`config.mk`:
```
export PLATFORM = sky130hd
export DESIGN_NAME = sha256_hasher_top_flat
export DESIGN_NICKNAME = d
export VERILOG_FILES = /design/src/sha_pkg.sv /design/src/sha_if.sv /design/src/sha_front.sv /design/src/sha_back.sv /design/src/sha256_hasher_top.sv /design/src/flat_wrapper.sv
export SDC_FILE = /design/constraint.sdc
export NUM_CORES = 2
export LEC_CHECK = 0
export CAP_MARGIN = 20
export CORE_MARGIN = 1.5
export CORE_UTILIZATION = 30
export CTS_CLUSTER_SIZE = 10
export DETAILED_ROUTE_END_ITERATION = 10
export DONT_BUFFER_PORTS = 1
export SYNTH_ARGS = -nofsm -noshare
export SYNTH_HDL_FRONTEND = slang
export SYNTH_SLANG_ARGS = --single-unit
```
`constraint.sdc`:
```
create_clock -name clk -period 7.75 [get_ports clk]
set_clock_uncertainty 0.1 [all_clocks]
set_input_delay 0.3875 -clock clk [delete_from_list [all_inputs] [get_ports clk]]
set_output_delay 0.3875 -clock clk [all_outputs]
set_load 0.01 [all_outputs]
```
`src/sha_pkg.sv`:
```
// SHA-256 hasher package: round constants, initial hash values and round functions.
// Used by every module of the hasher; depends on nothing.
`timescale 1ns / 1ps
package sha_pkg;
    localparam int BlockWords = 16;
    localparam int Rounds = 64;
    localparam int FifoDepth = 4;

    typedef logic [31:0] word_t;

    // One request that the front part hands to the back part.
    typedef struct packed {
        logic [7:0] data_byte;
        logic       has_byte;
        logic       end_of_message;
    } item_t;

    localparam logic [255:0] InitHash = {
        32'h6a09e667, 32'hbb67ae85, 32'h3c6ef372, 32'ha54ff53a,
        32'h510e527f, 32'h9b05688c, 32'h1f83d9ab, 32'h5be0cd19
    };

    function automatic word_t round_k(input logic [5:0] idx);
        word_t k;
        begin
            case (idx)
                6'd0: k = 32'h428a2f98; 6'd1: k = 32'h71374491; 6'd2: k = 32'hb5c0fbcf;
                6'd3: k = 32'he9b5dba5; 6'd4: k = 32'h3956c25b; 6'd5: k = 32'h59f111f1;
                6'd6: k = 32'h923f82a4; 6'd7: k = 32'hab1c5ed5; 6'd8: k = 32'hd807aa98;
                6'd9: k = 32'h12835b01; 6'd10: k = 32'h243185be; 6'd11: k = 32'h550c7dc3;
                6'd12: k = 32'h72be5d74; 6'd13: k = 32'h80deb1fe; 6'd14: k = 32'h9bdc06a7;
                6'd15: k = 32'hc19bf174; 6'd16: k = 32'he49b69c1; 6'd17: k = 32'hefbe4786;
                6'd18: k = 32'h0fc19dc6; 6'd19: k = 32'h240ca1cc; 6'd20: k = 32'h2de92c6f;
                6'd21: k = 32'h4a7484aa; 6'd22: k = 32'h5cb0a9dc; 6'd23: k = 32'h76f988da;
                6'd24: k = 32'h983e5152; 6'd25: k = 32'ha831c66d; 6'd26: k = 32'hb00327c8;
                6'd27: k = 32'hbf597fc7; 6'd28: k = 32'hc6e00bf3; 6'd29: k = 32'hd5a79147;
                6'd30: k = 32'h06ca6351; 6'd31: k = 32'h14292967; 6'd32: k = 32'h27b70a85;
                6'd33: k = 32'h2e1b2138; 6'd34: k = 32'h4d2c6dfc; 6'd35: k = 32'h53380d13;
                6'd36: k = 32'h650a7354; 6'd37: k = 32'h766a0abb; 6'd38: k = 32'h81c2c92e;
                6'd39: k = 32'h92722c85; 6'd40: k = 32'ha2bfe8a1; 6'd41: k = 32'ha81a664b;
                6'd42: k = 32'hc24b8b70; 6'd43: k = 32'hc76c51a3; 6'd44: k = 32'hd192e819;
                6'd45: k = 32'hd6990624; 6'd46: k = 32'hf40e3585; 6'd47: k = 32'h106aa070;
                6'd48: k = 32'h19a4c116; 6'd49: k = 32'h1e376c08; 6'd50: k = 32'h2748774c;
                6'd51: k = 32'h34b0bcb5; 6'd52: k = 32'h391c0cb3; 6'd53: k = 32'h4ed8aa4a;
                6'd54: k = 32'h5b9cca4f; 6'd55: k = 32'h682e6ff3; 6'd56: k = 32'h748f82ee;
                6'd57: k = 32'h78a5636f; 6'd58: k = 32'h84c87814; 6'd59: k = 32'h8cc70208;
                6'd60: k = 32'h90befffa; 6'd61: k = 32'ha4506ceb; 6'd62: k = 32'hbef9a3f7;
                default: k = 32'hc67178f2;
            endcase
            return k;
        end
    endfunction

    function automatic word_t rotr(input word_t x, input int n);
        return (x >> n) | (x << (32 - n));
    endfunction

    function automatic word_t sig0(input word_t x);
        return rotr(x, 7) ^ rotr(x, 18) ^ (x >> 3);
    endfunction

    function automatic word_t sig1(input word_t x);
        return rotr(x, 17) ^ rotr(x, 19) ^ (x >> 10);
    endfunction

    function automatic word_t big_sig0(input word_t x);
        return rotr(x, 2) ^ rotr(x, 13) ^ rotr(x, 22);
    endfunction

    function automatic word_t big_sig1(input word_t x);
        return rotr(x, 6) ^ rotr(x, 11) ^ rotr(x, 25);
    endfunction
endpackage

```
`src/sha_if.sv`:
```
// Valid/ready channel interfaces for the SHA-256 hasher.
// Depends on nothing beyond plain logic types.
`timescale 1ns / 1ps
interface sha_in_if;
    logic       valid;
    logic       ready;
    logic [7:0] data_byte;
    logic       has_byte;
    logic       end_of_message;
    modport source (output valid, data_byte, has_byte, end_of_message, input ready);
    modport sink (input valid, data_byte, has_byte, end_of_message, output ready);
endinterface

interface sha_out_if;
    logic        valid;
    logic        ready;
    logic [63:0] digest_word;
    logic [1:0]  word_index;
    logic        last_word;
    modport source (output valid, digest_word, word_index, last_word, input ready);
    modport sink (input valid, digest_word, word_index, last_word, output ready);
endinterface

```
`src/sha_front.sv`:
```
// Front part of the SHA-256 hasher: takes requests, drops empty ones, queues the rest.
// Depends on sha_pkg and sha_if.
`timescale 1ns / 1ps
module sha_front #(
    parameter int DEPTH = sha_pkg::FifoDepth
) (
    input  logic                 clk,
    input  logic                 rst_n,
    sha_in_if.sink               in_ch,
    output logic                 q_valid,
    output sha_pkg::item_t       q_item,
    input  logic                 q_pop
);
    import sha_pkg::*;
    localparam int AW = (DEPTH > 1) ? $clog2(DEPTH) : 1;

    item_t mem [DEPTH];
    logic [AW-1:0] wr_ptr_reg, rd_ptr_reg;
    logic [AW:0]   count_reg;
    logic push;

    assign in_ch.ready = (count_reg != (AW+1)'(DEPTH));
    // A request that carries neither a byte nor an end changes nothing.
    assign push = in_ch.valid && in_ch.ready && (in_ch.has_byte || in_ch.end_of_message);
    assign q_valid = (count_reg != '0);
    assign q_item = mem[rd_ptr_reg];

    always_ff @(posedge clk)
    begin
        if (push)
        begin
            mem[wr_ptr_reg] <= '{in_ch.data_byte, in_ch.has_byte, in_ch.end_of_message};
        end
    end

    always_ff @(posedge clk or negedge rst_n)
    begin
        if (!rst_n)
        begin
            wr_ptr_reg <= '0;
            rd_ptr_reg <= '0;
            count_reg  <= '0;
        end
        else
        begin
            if (push)
            begin
                wr_ptr_reg <= (wr_ptr_reg == AW'(DEPTH - 1)) ? '0 : wr_ptr_reg + 1'b1;
            end
            if (q_pop)
            begin
                rd_ptr_reg <= (rd_ptr_reg == AW'(DEPTH - 1)) ? '0 : rd_ptr_reg + 1'b1;
            end
            count_reg <= count_reg + (AW+1)'(push) - (AW+1)'(q_pop);
        end
    end

`ifndef ASSERT_OFF
    a_no_overflow: assert property (@(posedge clk) disable iff (!rst_n)
        count_reg == (AW+1)'(DEPTH) |-> !push) else $error("queue overflow");
    a_no_underflow: assert property (@(posedge clk) disable iff (!rst_n)
        q_pop |-> q_valid) else $error("queue underflow");
    a_count_bound: assert property (@(posedge clk) disable iff (!rst_n)
        count_reg <= (AW+1)'(DEPTH)) else $error("queue count out of range");
`endif
endmodule

```
`src/sha_back.sv`:
```
// Back part of the SHA-256 hasher: byte packing, padding, 64-round compression
// with a rolling 16-word schedule, and digest output. Depends on sha_pkg and sha_if.
`timescale 1ns / 1ps
module sha_back (
    input  logic           clk,
    input  logic           rst_n,
    input  logic           q_valid,
    input  sha_pkg::item_t q_item,
    output logic           q_pop,
    sha_out_if.source      out_ch
);
    import sha_pkg::*;

    typedef enum logic [2:0] {
        S_IDLE, S_PAD, S_LEN, S_COMP, S_FINAL, S_OUT
    } state_t;

    state_t state_reg;
    word_t  blk_reg [BlockWords];
    word_t  hash_reg [8];
    word_t  v_reg [8];
    logic [63:0] bit_count_reg, len_reg;
    logic [5:0]  pos_reg;
    logic [5:0]  round_reg;
    logic [2:0]  len_idx_reg;
    logic [1:0]  out_idx_reg;
    logic        fin_reg;
    logic        pad_pend_reg;
    logic        len_done_reg;
    logic [63:0] out_word_reg;

    // Byte to place this cycle and whether one is placed.
    logic       put;
    logic [7:0] put_byte;
    word_t      w_new, t1, t2;

    always_comb
    begin
        put = 1'b0;
        put_byte = 8'h00;
        unique case (state_reg)
            S_IDLE:
            begin
                put = q_valid && q_item.has_byte;
                put_byte = q_item.data_byte;
            end
            S_PAD:
            begin
                put = 1'b1;
                put_byte = (fin_reg) ? 8'h00 : 8'h80;
            end
            S_LEN:
            begin
                put = 1'b1;
                put_byte = len_reg[63:56];
            end
            default:
            begin
                put = 1'b0;
            end
        endcase
    end

    // Rolling schedule: blk_reg[0] is W[t]; the next word enters at the top.
    assign w_new = blk_reg[0] + sig0(blk_reg[1]) + blk_reg[9] + sig1(blk_reg[14]);
    assign t1 = v_reg[7] + big_sig1(v_reg[4]) + ((v_reg[4] & v_reg[5]) ^ (~v_reg[4] & v_reg[6]))
        + round_k(round_reg) + blk_reg[0];
    assign t2 = big_sig0(v_reg[0])
        + ((v_reg[0] & v_reg[1]) ^ (v_reg[0] & v_reg[2]) ^ (v_reg[1] & v_reg[2]));

    assign q_pop = (state_reg == S_IDLE) && q_valid;
    assign out_ch.valid = (state_reg == S_OUT);
    assign out_ch.digest_word = out_word_reg;
    assign out_ch.word_index = out_idx_reg;
    assign out_ch.last_word = (out_idx_reg == 2'd3);

    always_ff @(posedge clk or negedge rst_n)
    begin
        if (!rst_n)
        begin
            state_reg <= S_IDLE;
            for (int i = 0; i < 8; i++)
            begin
                hash_reg[i] <= InitHash[255 - 32*i -: 32];
                v_reg[i] <= '0;
            end
            for (int i = 0; i < BlockWords; i++)
            begin
                blk_reg[i] <= '0;
            end
            bit_count_reg <= '0;
            len_reg <= '0;
            pos_reg <= '0;
            round_reg <= '0;
            len_idx_reg <= '0;
            out_idx_reg <= '0;
            fin_reg <= 1'b0;
            pad_pend_reg <= 1'b0;
            len_done_reg <= 1'b0;
            out_word_reg <= '0;
        end
        else
        begin
            if (put)
            begin
                blk_reg[pos_reg[5:2]][8*(3 - 32'(pos_reg[1:0])) +: 8] <= put_byte;
                pos_reg <= pos_reg + 1'b1;
            end
            unique case (state_reg)
                S_IDLE:
                begin
                    if (q_valid)
                    begin
                        if (q_item.has_byte)
                        begin
                            bit_count_reg <= bit_count_reg + 64'd8;
                        end
                        if (q_item.end_of_message)
                        begin
                            len_reg <= bit_count_reg + (q_item.has_byte ? 64'd8 : 64'd0);
                            fin_reg <= 1'b0;
                            pad_pend_reg <= 1'b1;
                            state_reg <= S_PAD;
                        end
                        // A full block is compressed first; padding follows if an end waits.
                        if (q_item.has_byte && pos_reg == 6'd63)
                        begin
                            state_reg <= S_COMP;
                        end
                        if (q_item.has_byte && pos_reg == 6'd63 || q_item.end_of_message)
                        begin
                            for (int i = 0; i < 8; i++)
                            begin
                                v_reg[i] <= hash_reg[i];
                            end
                            round_reg <= '0;
                        end
                    end
                end
                S_PAD:
                begin
                    // fin_reg marks that the 0x80 byte has gone in.
                    fin_reg <= 1'b1;
                    if (pos_reg == 6'd63)
                    begin
                        state_reg <= S_COMP;
                    end
                    else if (pos_reg == 6'd55)
                    begin
                        len_idx_reg <= '0;
                        state_reg <= S_LEN;
                    end
                    for (int i = 0; i < 8; i++)
                    begin
                        v_reg[i] <= hash_reg[i];
                    end
                    round_reg <= '0;
                end
                S_LEN:
                begin
                    len_reg <= {len_reg[55:0], 8'h00};
                    len_idx_reg <= len_idx_reg + 1'b1;
                    if (len_idx_reg == 3'd7)
                    begin
                        fin_reg <= 1'b0;
                        pad_pend_reg <= 1'b0;
                        len_done_reg <= 1'b1;
                        state_reg <= S_COMP;
                    end
                end
                S_COMP:
                begin
                    for (int i = 0; i < BlockWords - 1; i++)
                    begin
                        blk_reg[i] <= blk_reg[i + 1];
                    end
                    blk_reg[BlockWords - 1] <= w_new;
                    v_reg[7] <= v_reg[6];
                    v_reg[6] <= v_reg[5];
                    v_reg[5] <= v_reg[4];
                    v_reg[4] <= v_reg[3] + t1;
                    v_reg[3] <= v_reg[2];
                    v_reg[2] <= v_reg[1];
                    v_reg[1] <= v_reg[0];
                    v_reg[0] <= t1 + t2;
                    round_reg <= round_reg + 1'b1;
                    if (round_reg == 6'(Rounds - 1))
                    begin
                        state_reg <= S_FINAL;
                    end
                end
                S_FINAL:
                begin
                    for (int i = 0; i < 8; i++)
                    begin
                        hash_reg[i] <= hash_reg[i] + v_reg[i];
                    end
                    out_word_reg <= {hash_reg[0] + v_reg[0], hash_reg[1] + v_reg[1]};
                    out_idx_reg <= '0;
                    if (len_done_reg)
                    begin
                        len_done_reg <= 1'b0;
                        state_reg <= S_OUT;
                    end
                    else if (pad_pend_reg)
                    begin
                        // The message has ended; padding goes on in a fresh block.
                        state_reg <= S_PAD;
                    end
                    else
                    begin
                        state_reg <= S_IDLE;
                    end
                end
                S_OUT:
                begin
                    if (out_ch.ready)
                    begin
                        out_idx_reg <= out_idx_reg + 1'b1;
                        out_word_reg <= {hash_reg[{out_idx_reg + 2'd1, 1'b0}],
                                         hash_reg[{out_idx_reg + 2'd1, 1'b1}]};
                        if (out_idx_reg == 2'd3)
                        begin
                            for (int i = 0; i < 8; i++)
                            begin
                                hash_reg[i] <= InitHash[255 - 32*i -: 32];
                            end
                            bit_count_reg <= '0;
                            len_idx_reg <= '0;
                            state_reg <= S_IDLE;
                        end
                    end
                end
                default:
                begin
                    state_reg <= S_IDLE;
                end
            endcase
        end
    end

`ifndef ASSERT_OFF
    a_out_last: assert property (@(posedge clk) disable iff (!rst_n)
        out_ch.valid && out_ch.last_word |-> out_idx_reg == 2'd3)
        else $error("last word flag off index");
    a_pop_idle: assert property (@(posedge clk) disable iff (!rst_n)
        q_pop |-> state_reg == S_IDLE) else $error("pop outside idle");
    a_len_pos: assert property (@(posedge clk) disable iff (!rst_n)
        state_reg == S_LEN |-> pos_reg[5:3] == 3'd7) else $error("length bytes misplaced");
    a_out_reset: assert property (@(posedge clk) disable iff (!rst_n)
        out_ch.valid && out_ch.ready && out_ch.last_word |=> bit_count_reg == 64'd0)
        else $error("bit count not cleared");
`endif
endmodule

```
`src/sha256_hasher_top.sv`:
```
// Streaming SHA-256 hasher top level: request queue front part and compression back part.
// Once the back part takes an end request, it pads the message one byte a cycle and runs
// one or two compressions of the round unit before the first digest word is valid.
// Throughput: one byte per cycle in the idle state, one compression per 64-byte block;
// input stalls once the four-entry queue fills while rounds run or digest words wait.
// Reset is asynchronous, active low; it loads the initial hash and clears the counts.
`timescale 1ns / 1ps
module sha256_hasher_top #(
    parameter int FIFO_DEPTH = sha_pkg::FifoDepth
) (
    input logic        clk,
    input logic        rst_n,
    sha_in_if.sink     in_ch,
    sha_out_if.source  out_ch
);
    import sha_pkg::*;

    logic  q_valid, q_pop;
    item_t q_item;

    sha_front #(.DEPTH(FIFO_DEPTH)) u_front (
        .clk(clk), .rst_n(rst_n), .in_ch(in_ch),
        .q_valid(q_valid), .q_item(q_item), .q_pop(q_pop)
    );

    sha_back u_back (
        .clk(clk), .rst_n(rst_n),
        .q_valid(q_valid), .q_item(q_item), .q_pop(q_pop), .out_ch(out_ch)
    );
endmodule
```
`src/flat_wrapper.sv`:
```
// flat-port wrapper written by rule: the top's interface ports become plain ports
module sha256_hasher_top_flat import sha_pkg::*;
#(
    parameter int FIFO_DEPTH = sha_pkg::FifoDepth
)
  (clk, rst_n, in_ch_valid, in_ch_data_byte, in_ch_has_byte, in_ch_end_of_message, in_ch_ready, out_ch_valid, out_ch_digest_word, out_ch_word_index, out_ch_last_word, out_ch_ready);
  sha_in_if in_ch_i ();
  sha_out_if out_ch_i ();
  input logic clk;
  input logic rst_n;
  input wire logic [$bits(in_ch_i.valid)-1:0] in_ch_valid;
  input wire logic [$bits(in_ch_i.data_byte)-1:0] in_ch_data_byte;
  input wire logic [$bits(in_ch_i.has_byte)-1:0] in_ch_has_byte;
  input wire logic [$bits(in_ch_i.end_of_message)-1:0] in_ch_end_of_message;
  output wire logic [$bits(in_ch_i.ready)-1:0] in_ch_ready;
  output wire logic [$bits(out_ch_i.valid)-1:0] out_ch_valid;
  output wire logic [$bits(out_ch_i.digest_word)-1:0] out_ch_digest_word;
  output wire logic [$bits(out_ch_i.word_index)-1:0] out_ch_word_index;
  output wire logic [$bits(out_ch_i.last_word)-1:0] out_ch_last_word;
  input wire logic [$bits(out_ch_i.ready)-1:0] out_ch_ready;
  assign in_ch_i.valid = in_ch_valid;
  assign in_ch_i.data_byte = in_ch_data_byte;
  assign in_ch_i.has_byte = in_ch_has_byte;
  assign in_ch_i.end_of_message = in_ch_end_of_message;
  assign in_ch_ready = in_ch_i.ready;
  assign out_ch_valid = out_ch_i.valid;
  assign out_ch_digest_word = out_ch_i.digest_word;
  assign out_ch_word_index = out_ch_i.word_index;
  assign out_ch_last_word = out_ch_i.last_word;
  assign out_ch_i.ready = out_ch_ready;
  sha256_hasher_top #(.FIFO_DEPTH(FIFO_DEPTH)) u_core (.clk(clk), .rst_n(rst_n), .in_ch(in_ch_i), .out_ch(out_ch_i));
endmodule
```
After elaboration in Yosys (flattened, before gate mapping)
Memory sizes are Yosys's and may differ from the RTL's.
Cells that the tools add are included.
{ "totals": {"ff_bits": 1246, "latch_bits": 0, "ramBits": 40, "rom_bits": 2048, "input_bits": 14, "output_inout_bits": 69, "word_cells": 232, "memories": 2} }
{ "op_classes": {"add_sub_neg": 30, "multipliers": 0, "div": 0, "order_cmp": 4, "eq_ne": 25, "shifts": 2, "n_mux": 64, "n_bitwise": 30, "n_reduce_logical": 29} }
{ "memory_table": {"columns": ["name", "words", "width", "rd", "rd_clocked_by_memory_dff", "wr", "line", "source"], "rows": [
  ["(name not given)", 64, 32, 1, 0, 0, "sha_pkg.sv:26", "case (idx)"],
  ["u_core.u_front.mem", 4, 10, 1, 0, 1, "sha_front.sv:17", "item_t mem [DEPTH];"]
]} }
{ "op_table": {"columns": ["op", "n"], "rows": [
  ["2-to-1 mux 256 bit", 4],
  ["2-to-1 mux 512 bit", 2],
  ["case mux 256 bit (3 select lines)", 1],
  ["adder 32 bit", 18],
  ["bitwise mux 512 bit", 1],
  ["case mux 256 bit (2 select lines)", 1],
  ["2-to-1 mux 64 bit", 7],
  ["case mux 64 bit (2 select lines)", 3],
  ["XOR 32 bit", 9],
  ["binary-select mux 32 bit (select 3 bit)", 2],
  ["AND 32 bit", 5],
  ["2-to-1 mux 32 bit", 5],
  ["demux 32 bit (select 4 bit)", 1],
  ["adder 64 x 4 -> 64 bit", 1],
  ["adder 64 x 4 -> 64 bit (second input constant)", 1],
  ["2-to-1 mux 3 bit", 12],
  ["negator 32 -> 34 bit", 1],
  ["variable shift 8 x 34 -> 32 bit (first input constant)", 1],
  ["variable part select 8 x 34 -> 32 bit", 1],
  ["NOT 32 bit", 1],
  ["OR 10 x 32 -> 32 bit", 1],
  ["OR 13 x 32 -> 32 bit", 1],
  ["OR 14 x 32 -> 32 bit", 1],
  ["OR 15 x 32 -> 32 bit", 1],
  ["other kinds (51)", 103]
]} }

Logic depth before layout (Yosys ltp)
{ "logic_depth": {"ltp_word": 9, "ltp_mapped": 38, "mapped_depth_nobuf": 37} }

By module
From an unflattened synthesis, not the netlist that was laid out.
{ "hier_totals": {"cells_unflattened": 8988, "area_unflattened_um2": 82860.7} }
{ "modules_own_cells": {"columns": ["module", "n_inst", "cells_each", "area_per_inst_um2", "seq_area_each_um2"], "rows": [
  ["sha_back", 1, 8898, 80982.7, 31049.8],
  ["sha_front", 1, 90, 1878.1, 1376.3]
]} }

Least setup slack after synthesis
No wires, ideal clock.
{ "synth_path": {"kind": "register to register", "from": "reg u_core.u_back.round_reg[1]", "to": "reg u_core.u_back.v_reg[252] in the netlist's numbering", "setup_time_ns": 0.083, "t_arrival_ns": 7.541, "required_ns": 7.567, "slack_ns": 0.026, "stages_incl_launch_ff": 36, "n_path_buf": 2, "synth_period_minus_slack_ns": 7.724, "cell_sequence": "dfrtp_1 clkbuf_1 clkinv_1 ha_1 clkbuf_1 nand2_1 and3_1 o21ai_0 o31a_1 o21ai_0 fa_1 inv_1 ha_1 a21o_1 a21oi_1 o21bai_1 a21o_1 and2_1 or4_1 a21oi_1 xnor2_1 inv_1 fa_1 inv_1 ha_1 a21oi_1 nor2_1 or2_2 a21oi_1 o21ai_0 a41oi_1 nor2_1 o31ai_1 a21boi_0 mux2_2 o21ai_0"} }
{ "synth_between": {"elab_chain_cells": 5} }
{ "synth_rtl": {"columns": ["item", "line", "source"], "rows": [
  ["start: declaration", "sha_back.sv:24", "logic [5:0] round_reg;"],
  ["start signal: assignment", "sha_back.sv:186", "round_reg <= round_reg + 1'b1;"],
  ["memory (64 x 32 bit)", null, null],
  ["adder 32 bit (2 in series)", "sha_back.sv:67", "+ round_k(round_reg) + blk_reg[0];"],
  ["adder 32 bit", "sha_back.sv:185", "v_reg[0] <= t1 + t2;"],
  ["case mux 256 bit (3 select lines)", "sha_back.sv:109", "unique case (state_reg)"],
  ["end signal: indexed assignment", "sha_back.sv:134", "v_reg[i] <= hash_reg[i];"],
  ["end signal: indexed assignment", "sha_back.sv:155", "v_reg[i] <= hash_reg[i];"],
  ["end: declaration", "sha_back.sv:21", "word_t v_reg [8];"]
]} }
Every way passes these cells.
A chain may end at the register's enable or synchronous reset.

Worst setup path after layout
{ "layout_path": {"from": "reg u_core.u_back.v_reg[123] in the netlist's numbering", "to": "reg u_core.u_back.v_reg[123] in the netlist's numbering"} }
{ "layout_between": {"elab_chain_cells": 9, "word_cells_on_any_way": 15, "classes_between": "add/sub: 5; mux: 1; bitwise: 9"} }
{ "layout_rtl": {"columns": ["item", "line", "source"], "rows": [
  ["OR 21 x 32 -> 32 bit / OR 26 x 32 -> 32 bit (equally long branches)", "sha_pkg.sv:55", "return (x >> n) | (x << (32 - n));"],
  ["XOR 32 bit (2 in series)", "sha_pkg.sv:71", "return rotr(x, 6) ^ rotr(x, 11) ^ rotr(x, 25);"],
  ["adder 32 bit", "sha_back.sv:66", "assign t1 = v_reg[7] + big_sig1(v_reg[4]) + ((v_reg[4] & v_reg[5]) ^ (~v_reg[4] & v_reg[6]))"],
  ["adder 32 bit *", "sha_back.sv:66", null],
  ["adder 32 bit * (2 in series)", "sha_back.sv:67", null],
  ["adder 32 bit *", "sha_back.sv:181", "v_reg[4] <= v_reg[3] + t1;"],
  ["case mux 256 bit (3 select lines) *", "sha_back.sv:109", null]
]} }
Mark *: on every way between the ends. The rest lies on a longest branch, timed or not.

==> impl_metrics.csv <==
group,metric,value,unit
power,p_leak,41.2,nW
detailed_routing,drtIter0Drc,8449,
logic_synthesis,ys_warn_count,0,
sta,fin_crit_sh,0.974,
cells_and_area,multiInputGateArea,47500,um^2
detailed_routing,drt-total-wl,324,mm
cts,clock_path_buffers,4,
cells_and_area,fin_nets,9745,
cts,h-tree-depth,4,
cts,numCtsBuffers,165,
detailed_routing,drcViolationCount,0,
logic_synthesis,netlist_instances,9023,
sta,timing.fmax,132,MHz
cts,root_buffer,"clkbuf_16",
place,place_area,89600,um^2
cells_and_area,layout.area.seq,32400,um^2
cts,clk-insertion-delay-late,0.87,ns
detailed_routing,wl_per_cell,25.1,um
run,cap_violations,0,
cells_and_area,area_growth,14.3,%
floorplanning,boundaryPins,83,
logic_synthesis,synth-edff-count,40,
global_routing,grt_first_pass_wirelength,477,mm
detailed_routing,vias,73800,
global_routing,grt_pass1_vias,70900,
global_routing,antenna_found_initial,23,
floorplanning,die-area,280000,um^2
cells_and_area,stdcell_area,95000,um^2
cts,cts_tree,"built",
power,peakVddDrop,174,uV
detailed_routing,drtPass1Iterations,8,
cells_and_area,post-route-util,0.344,
power,p_per_area,150,nW/um^2
logic_synthesis,postSynthAreaPerCell,9.21,um^2
status,status,"finished, final reports clean",
setup_path,crit_arrival,8.16,ns
global_routing,grt_max_degree,242,
cells_and_area,nFillCells,27900,
setup_path,slowest_delay,0.49,ns
logic_synthesis,synthArstFlopShare,0.969,
setup_path,path_class,"flip-flop to flip-flop",
sta,hold_violations,0,
setup_path,path_common_cell,"buf_4",
setup_path,cp_max_fo,3,
cells_and_area,final_cells,12900,
sta,tightest_slew,1.43,ns
global_routing,grt_overflow,0,
place,placed_cells,12600,
sta,maxSlewViolCount,0,
place,dpl_worst_slack,-0.148,ns
floorplanning,die_w,529,um
place,globalplace.congestion,0.981,
global_routing,grtUsageTotal,0.225,
sta,relSlewSlack,0.0491,
logic_synthesis,ys_seq_area_frac,0.390,
floorplanning,core_area,276000,um^2
logic_synthesis,syn_area,83100,um^2
sta,setup_violations,0,
cts,cts.sinks,1281,
setup_path,cp_slowest_cell,"fa_1",
detailed_routing,ant_nets,0,
logic_synthesis,ys_ff_latch,1281,
floorplanning,row_count,193,
floorplanning,die_y,529,um
place,placement.io_buffers,0,
setup_path,cp.required,8.36,ns
sta,fin_crit,7.55,ns
logic_synthesis,synth_cell_types,91,
logic_synthesis,synth_fp_nets,9643,
cells_and_area,layout-drive-gt1-share,0.115,
cts,clk_pin_slew,0.06,ns
min_path,hp-class,"input pin to flip-flop",
cells_and_area,largest_reg_flops,512,
floorplanning,start_util,0.301,
place,hpwl,240,mm
detailed_routing,via_per_inst,5.71,
setup_path,cp-end-kind,"flip-flop",
logic_synthesis,ys.flop_type,"dfrtp_1",
setup_path,start_kind,"flip-flop",
sta,worst_slack,0.201,ns
kinds of logic (layout without fill, tap and decap cells):
family          Yosys count  count (layout)  share of synthesized area
buf+inv                 980            1184                     0.0447
flops                  1281            1281                      0.390
xor+xnor                663             663                     0.0699
simple gates           2587            2587                      0.134
mux                     137             137                     0.0289
compound gates         2767            2767                      0.224
other cells               0               2                          0
fa+ha+maj               608             608                      0.109
report_power, final:
part / internal [mW] / leakage (nW) / switching, mW
registers: 6.77 / 15.8 / 0.0209
logic: 0.0548 / 23.0 / 0.201
clock network: 4.16 / 2.35 / 3.08
path summary, 6_finish.rpt:
check / start / to / slack (ns) / cells past startpoint
setup / recovery: u_core.u_back.v_reg[123] / u_core.u_back.v_reg[123] / 0.20 / 34
hold / removal: out_ch_ready / u_core.u_back.out_ch.digest_word[27] / 0.10 / 4
setup reg to reg: u_core.u_back.v_reg[123] / u_core.u_back.v_reg[123] / 0.20 / 34
hold reg to reg: u_core.u_back.len_reg[60] / u_core.u_back.len_reg[60] / 0.38 / 2
max in group asynchronous: rst_n / u_core.u_back.bit_count_reg[49] / 4.50 / 5
min in group asynchronous: rst_n / u_core.u_back.out_ch.digest_word[62] / 0.22 / 2
cells in the final DEF (no fill, tap or decap), types with 34 or more instances in the layout:
cell,Yosys,routed
nand4_1,53,53
clkbuf_16,0,166
clkbuf_1,466,68
a31oi_1,64,61
inv_1,420,416
nand3_1,129,128
nand2b_1,62,61
o211ai_1,40,40
o21ai_0,602,585
xor2_1,283,279
dfstp_2,136,136
or3_1,64,64
a211oi_1,67,65
nand2_1,629,624
nor2b_1,55,52
buf_4,0,454
o21a_1,56,56
dfrtp_1,1105,1100
a21oi_1,722,708
mux2_2,34,34
ha_1,410,401
a21o_1,194,194
o22ai_1,208,208
edfxtp_1,40,40
and3_1,49,47
nor3_1,134,127
nor2_1,1303,1293
xnor2_1,380,379
fa_1,196,195
a221o_1,477,477
mux4_2,79,79
o21bai_1,57,57
a22oi_1,62,62
Yosys cell counts (all sizes together), types with 24 or more instances:
master	n	share of area
nor2b	55	0.0041
a21o	194	0.018
o31ai	30	0.0028
o21a	56	0.0051
dfrtp	1105	0.33
a221o	477	0.057
mux2i	24	0.0029
a31oi	64	0.0048
mux4	79	0.021
dfstp	136	0.043
nand3	129	0.0078
nand2b	62	0.0047
a211oi	68	0.0062
nand2	629	0.028
and3	49	0.0037
fa	196	0.047
ha	410	0.062
xnor2	380	0.040
nor2	1304	0.059
a22oi	62	0.0056
edfxtp	40	0.014
o21ai	616	0.037
inv	420	0.019
mux2	34	0.0046
xor2	283	0.030
or3	64	0.0048
o211ai	41	0.0038
and2	34	0.0026
nand4	53	0.0040
buf	89	0.0045
a21oi	722	0.043
o22ai	208	0.016
nor3	135	0.0082
o21bai	57	0.0051
clkbuf	467	0.021
metrics by stage:
stage	hold WS, ns	setup TNS, ns	power, mW
5_1_grt	0.121	-0.0359	14.7
6_report	0.100	0	14.3
3_3_place_gp	0.0268	-0.442	7.14
2_1_floorplan	-0.00809	0	6.98
4_1_cts	0.0636	0	14.4
3_5_place_dp	0.0275	-0.638	7.15
final cells by class:
| cell class | instances | share of cell area |
|---|---|---|
| Multi-Input combinational cell | 6762 | 0.499 |
| Timing Repair Buffer | 491 | 0.0427 |
| Antenna cell | 2 | 0.0000527 |
| Inverter | 424 | 0.0168 |
| Sequential cell | 1281 | 0.341 |
| Clock inverter | 15 | 0.00179 |
| Tap cell | 3705 | 0.0488 |
| Clock buffer | 254 | 0.0493 |
critical path: cells and delay by family (launching register included):
kind | cells | cell delay (ns)
flops | 1 | 0.41
compound gates | 13 | 2.29
buf+inv | 8 | 1.02
fa+ha+maj | 5 | 1.99
xor+xnor | 3 | 0.48
simple gates | 4 | 0.83
mux | 1 | 0.31
routing by layer:
metal  routed length (um)  global-route usage
met1               134000               0.306
met2               143000               0.345
met3                30300              0.0399
met4                16900               0.104
met5                   57                   0
repair_timing:
| action | in CTS | in global routing |
|---|---|---|
| endpoints found under the setup margin | 9 | 23 |
| hold endpoints to repair | 454 | 0 |
| resized for setup | 11 | 81 |
| hold buffers | 14 | 0 |
| buffers inserted | 1 | 8 |
| pin swaps | 1 | 24 |
Note: power is estimated with default switching activity, not from simulation.
